## src/design/dfla_pkg.sv

```systemverilog
// Shared types and constants for the descriptor free-list allocator.
`default_nettype none
package dfla_pkg;

   localparam int ADDR_W       = 64;
   localparam int KIND_W       = 2;
   localparam int HEAP_W       = 11;
   localparam int STRIDE_W     = 13;
   localparam int SLOT_W       = 10;
   localparam int STATUS_W     = 3;
   localparam int FREE_COUNT_W = 11;
   localparam int CSR_ADDR_W   = 5;
   localparam int CSR_DATA_W   = 64;
   localparam int DIV_BITS     = 4;
   localparam int DIV_STEPS    = ADDR_W / DIV_BITS;
   localparam int DIV_CNT_W    = $clog2(DIV_STEPS);

   localparam logic [HEAP_W-1:0]   HEAP_SIZE_RESET = 11'd1024;
   localparam logic [STRIDE_W-1:0] STRIDE_RESET    = 13'd32;

   typedef enum logic [KIND_W-1:0] {
      KIND_ALLOC = 2'd0,
      KIND_FREE  = 2'd1,
      KIND_INIT  = 2'd2,
      KIND_NONE  = 2'd3
   } kind_type;

   typedef enum logic [STATUS_W-1:0] {
      STATUS_OK       = 3'd0,
      STATUS_EMPTY    = 3'd1,
      STATUS_MISMATCH = 3'd2,
      STATUS_FULL     = 3'd3,
      STATUS_RANGE    = 3'd4
   } status_type;

   typedef enum logic [1:0] {
      REG_HEAP_SIZE = 2'd0,
      REG_CPU_BASE  = 2'd1,
      REG_GPU_BASE  = 2'd2,
      REG_STRIDE    = 2'd3
   } csr_reg_type;

   typedef enum logic [2:0] {
      S_IDLE,
      S_EXEC,
      S_DIV,
      S_CHECK,
      S_READ,
      S_MUL,
      S_ADD,
      S_DONE
   } ctrl_state_type;

   typedef struct packed {
      logic       capture;
      logic       init;
      logic       finish_simple;
      status_type simple_status;
      logic       pop;
      logic       div_start;
      logic       free_check;
      logic       sel_idx;
      logic       mul;
      logic       add;
      logic       load_out;
   } ctrl_cmd_type;

   typedef struct packed {
      kind_type kind;
      logic     count_zero;
      logic     stride_zero;
      logic     div_done;
      logic     out_busy;
   } ctrl_stat_type;

endpackage
`default_nettype wire

```

## src/design/dfla_ctrl.sv

```systemverilog
// Sequencing state machine for the descriptor free-list allocator.
`default_nettype none
module dfla_ctrl (
   input  wire logic                    clock,
   input  wire logic                    reset,
   input  wire logic                    req_valid,
   output logic                         req_stall,
   input  wire dfla_pkg::ctrl_stat_type stat,
   output dfla_pkg::ctrl_cmd_type       cmd
);
   import dfla_pkg::*;

   ctrl_state_type state_ff, state_in;

   always_comb begin
      state_in = state_ff;
      case (state_ff)
         S_IDLE: begin
            if (req_valid) state_in = S_EXEC;
         end
         S_EXEC: begin
            case (stat.kind)
               KIND_ALLOC: state_in = stat.count_zero ? S_DONE : S_READ;
               KIND_FREE:  state_in = stat.stride_zero ? S_DONE : S_DIV;
               default:    state_in = S_DONE;
            endcase
         end
         S_DIV: begin
            if (stat.div_done) state_in = S_CHECK;
         end
         S_CHECK: state_in = S_DONE;
         S_READ:  state_in = S_MUL;
         S_MUL:   state_in = S_ADD;
         S_ADD:   state_in = S_DONE;
         S_DONE: begin
            if (!stat.out_busy) state_in = S_IDLE;
         end
         default: state_in = S_IDLE;
      endcase
   end

   always_comb begin
      cmd       = '0;
      req_stall = 1'b1;
      case (state_ff)
         S_IDLE: begin
            req_stall   = 1'b0;
            cmd.capture = req_valid;
         end
         S_EXEC: begin
            case (stat.kind)
               KIND_INIT: begin
                  cmd.init          = 1'b1;
                  cmd.finish_simple = 1'b1;
                  cmd.simple_status = STATUS_OK;
               end
               KIND_ALLOC: begin
                  if (stat.count_zero) begin
                     cmd.finish_simple = 1'b1;
                     cmd.simple_status = STATUS_EMPTY;
                  end else begin
                     cmd.pop = 1'b1;
                  end
               end
               KIND_FREE: begin
                  if (stat.stride_zero) begin
                     cmd.finish_simple = 1'b1;
                     cmd.simple_status = STATUS_MISMATCH;
                  end else begin
                     cmd.div_start = 1'b1;
                  end
               end
               default: begin
                  cmd.finish_simple = 1'b1;
                  cmd.simple_status = STATUS_OK;
               end
            endcase
         end
         S_CHECK: cmd.free_check = 1'b1;
         S_READ:  cmd.sel_idx    = 1'b1;
         S_MUL:   cmd.mul        = 1'b1;
         S_ADD:   cmd.add        = 1'b1;
         S_DONE:  cmd.load_out   = !stat.out_busy;
         default: cmd = '0;
      endcase
   end

   always_ff @(posedge clock) begin
      if (reset) begin
         state_ff <= S_IDLE;
      end else begin
         state_ff <= state_in;
      end
   end

endmodule
`default_nettype wire

```

## config.mk

```make
export PLATFORM = sky130hd
export DESIGN_NAME = dfla_ctrl
export DESIGN_NICKNAME = d
export VERILOG_FILES = /design/src/design/dfla_pkg.sv /design/src/design/dfla_ctrl.sv
export SDC_FILE = /design/constraint.sdc
export NUM_CORES = 1
export LEC_CHECK = 0
export ABC_CLOCK_PERIOD_IN_PS = 3200
export BUFFER_PORTS_ARGS = -buffer_cell sky130_fd_sc_hd__buf_4
export CORE_AREA = 2 2 39 41
export DETAILED_ROUTE_END_ITERATION = 8
export DIE_AREA = 0 0 41 43
export PLACE_DENSITY_LB_ADDON = 0.25
export REMOVE_ABC_BUFFERS = 1
export SKIP_CTS_REPAIR_TIMING = 1
export SYNTH_ARGS = -nofsm -noshare
export SYNTH_HDL_FRONTEND = slang
export SYNTH_SLANG_ARGS = --single-unit
export TNS_END_PERCENT = 30
```

## constraint.sdc

```tcl
create_clock -name clock -period 3.2 [get_ports clock]
set_input_delay 0.32 -clock clock [delete_from_list [all_inputs] [get_ports clock]]
set_output_delay 0.32 -clock clock [all_outputs]
set_load 0.01 [all_outputs]
```

Yosys cells after proc, flatten, opt, wreduce, memory -nomap -nowiden
Cells that the tools add are included.
{"block": "op_classes", "mux": 23, "n_reduce_logical": 5, "n_eq_ne": 12}
{"op": "$pmux 3 s7", "n": 1}
{"op": "$eq 3x3->1 const B", "n": 4}
{"op": "$mux 1", "n": 12}
{"op": "$mux 3", "n": 4}
{"op": "$mux 4", "n": 2}
{"op": "$pmux 4 s2", "n": 1}
{"op": "$mux 7", "n": 1}
{"op": "$eq 3x2->1 const B", "n": 2}
{"op": "$ne 2x2->1 const B", "n": 3}
{"op": "$pmux 3 s2", "n": 1}
{"op": "$eq 3x1->1 const B", "n": 1}
{"op": "$logic_not 3->1", "n": 1}
{"op": "$reduce_and 3->1", "n": 1}
{"op": "$eq 2x1->1 const B", "n": 1}
{"op": "$eq 2x2->1 const B", "n": 1}
{"op": "$logic_not 2->1", "n": 1}
{"op": "$mux 2", "n": 1}
{"op": "$reduce_or 2->1", "n": 1}
{"op": "$logic_not 1->1", "n": 1}
{"block": "totals", "input_bits": 9, "word_cells": 41, "register_bits": 3}

Longest topological paths before layout
{"block": "depth", "depth_word": 3, "ltp_mapped": 5, "depth_no_buf": 4}

Worst setup path after synthesis
OpenSTA, ideal clock, no wires.
{"block": "synth_path", "kind": "reg-to-output", "from": "register state_ff[0]", "to": "output cmd[6] in the netlist's numbering", "path_stages_with_launch": 4, "path_slack_ps": 1671, "t_required_ps": 2880, "path_buffers": 1, "arrival_ps": 1209, "path_cell_list": "dfxtp_1 -> buf_4 -> or3b_4 -> nor4_1"}
{"element": "start, declared", "line": "dfla_ctrl.sv:13", "text": "ctrl_state_type state_ff, state_in;"}
{"element": "start signal, assigned", "line": "dfla_ctrl.sv:92", "text": "state_ff <= state_in;"}
{"element": "end, declared", "line": "dfla_ctrl.sv:9", "text": "output dfla_pkg::ctrl_cmd_type cmd"}

==> summary.txt <==
Global route
  • Total GRT Usage: 0.106
  • Initial antenna violation count: 0
  • Largest net degree at the start of global routing: 13
  • First-pass GRT wire length: between 1000 and 1500 um
  • Overflow after GRT: 0
  • Number of global-route vias before repair: 309

Clock tree
  • H-tree Lvls: 1
  • Clk buf depth: 2
  • Root Driver: clkbuf_4
  • TritonCTS clock tree: done
  • Clock Latency Late Sink: between 0.2 and 0.25 ns
  • Sink Count: 3
  • Clock slew at reported path FFs: about 0.04 ns
  • Num CTS Buffers: 3

Pwr
  • Leakage: around 0.23 nW
  • Pwr per Cell Area: 452 nW/um^2
  • Max VDD drop: 0.000148 V

Timing
  • Worst Skew: 0.00247 ns
  • Final setup fails: 0
  • Period utilization: 0.602
  • TNS Setup: 0 ns
  • RSZ-0062 raised after global routing: no
  • Final hold vios: 0
  • Fmax: slightly above 0.5 GHz
  • Crit path time final: 1.93 ns
  • Pins Over Slew Limit: 0

Logic synthesis
  • Cell Area, Synth: 350 sq um
  • Sequential-to-total area share from yosys stat: 0.171
  • Post-synthesis instance total: 45
  • Count of different cell masters after synthesis: 27
  • Syn Area/Cell: roughly 8 sq um
  • #FFs+latches synth: 3
  • Yosys warnings: 0

Floorplanning
  • Die height: 43 um
  • Ports: 23
  • Initial Utilization: 0.253
  • Row count: 14
  • DIE AREA: ~1800 sq um
  • Core ar.: 1380 sq um
  • Die width: 41 um

Drt
  • Routed WL: 836 um
  • Number of DRC markers in iteration 0: 7
  • DR WL/cell: 10.3 um
  • First-pass DRT Iterations: 4
  • Detailed-route via count: 388
  • DRT antenna net count: 0
  • DR vias/cell: approximately 4.8
  • Residual DRC count: 0

Critical path
  • CP required: between 2 and 3 ns
  • Worst Setup Path Type: register to primary output
  • Arr. time, crit path: 1.61 ns
  • CP endpoint kind: primary output
  • Reg2reg start: state_ff[1]
  • Largest fanout on the critical path: 10
  • Crit path launch type: register
  • Worst Setup SP: state_ff[0]

Placement
  • IO Port Bufs: 21
  • Routability congestion estimate: 0.643
  • Dpl cells: 77
  • DPL Wire Length: slightly above 600 um

Layout
  • Most flop-heavy register: state_ff
  • Fill count: roughly 160
  • Non-filler cells, final: slightly above 80
  • Layout cells sized above 1: 0.462
  • Multi-input logic area: about 240 sq um
  • Regs by FF count: state_ff (3)
  • FF+latch area: between 60 and 70 sq um
  • Max reg flops: 3
  • Layout Area Growth over Synthesis: 46.1%
  • Final nets: 75
  • Ant diodes: 0

Job
  • Max Cap Viol: 0

Worst hold path
  • HP Class: input pin to register
  • HP Start: reset

Status
  • Status: finished clean
[cell usage in the layout (no fill, tap or decap), types with 2 or more instances in the layout]
master	count
buf_4	21
nor2_1	6
nor3b_1	3
a21oi_1	3
clkbuf_4	3
dfxtp_1	3
inv_1	2
nand2b_1	2
nor4_1	2
nand2_1	2
nand3_1	2
[worst paths after layout]
path | to | slack (ns) | cells past startpoint
worst max-delay path | cmd[7] | 1.27 | 3
worst max register to register | state_ff[0] | 1.89 | 4
worst min register to register | state_ff[1] | 0.66 | 2
worst min-delay path | state_ff[1] | 0.28 | 2
[synth_stat cells]
library cell / count / area [sq um]
a21oi_4: 1 / 16.3
nor4b_2: 1 / 15.0
o32a_1: 1 / 10.0
nand3_1: 2 / 10.0
buf_4: 2 / 15.0
nand2_1: 2 / 7.51
nor3b_1: 3 / 22.5
clkbuf_2: 1 / 5.00
or4_1: 1 / 7.51
nor4_1: 2 / 12.5
dfxtp_1: 3 / 60.1
and3_1: 1 / 6.26
or3b_4: 1 / 11.3
a21oi_1: 3 / 15.0
and3_2: 1 / 7.51
o31ai_1: 1 / 7.51
inv_1: 2 / 7.51
nor3_1: 1 / 5.00
nor2_1: 6 / 22.5
buf_6: 2 / 22.5
nor2_4: 1 / 11.3
or4b_1: 1 / 10.0
nand2b_1: 2 / 12.5
or3_4: 1 / 11.3
a211oi_1: 1 / 7.51
conb_1: 1 / 3.75
a21boi_0: 1 / 7.51
[report_power, final]
group	internal, mW	switching, mW
sequential	0.0448	0.0187
clock	0.0468	0.0203
combinational	0.0550	0.0459
[stage by stage]
step	instance area [sq um]	worst slack [ns]	hold WS, ns	total power [mW]	utilization
3_5_place_dp	485	1.53	0.521	0.165	0.351
2_1_floorplan	308	1.64	0.399	0.119	-
3_3_place_gp	485	1.52	0.525	0.165	0.351
5_1_grt	512	1.15	0.276	0.250	0.370
4_1_cts	512	1.26	0.274	0.235	0.370
6_report	512	1.27	0.282	0.231	0.370
[cells by family after synthesis]
group,share of synthesized area
buffers and inverters,0.143
DFF,0.171
other,0.0107
and+or+nand+nor,0.493
AOI/OAI and AO/OA,0.182
[critical path, stage by stage (launching register included)]
cell,delay (ns)
dfxtp_1,0.49
or3b_4,0.47
nor4b_2,0.26
buf_4,0.16
[metal layers]
layer	GRT usage	vias up	wire [um]
li1	-	197	-
met1	0.147	167	389
met2	0.131	22	344
met3	0.0157	2	84
met4	0.100	0	17
met5	0	-	0
[layout make-up]
class                      count  area share
clock buffer                   4      0.0513
inverter                       2      0.0147
multi-input combinational     35       0.469
sequential                     3       0.117
tap                           16      0.0391
timing repair buffer          21       0.308
No activity file was read; power rests on OpenSTA's default activity.
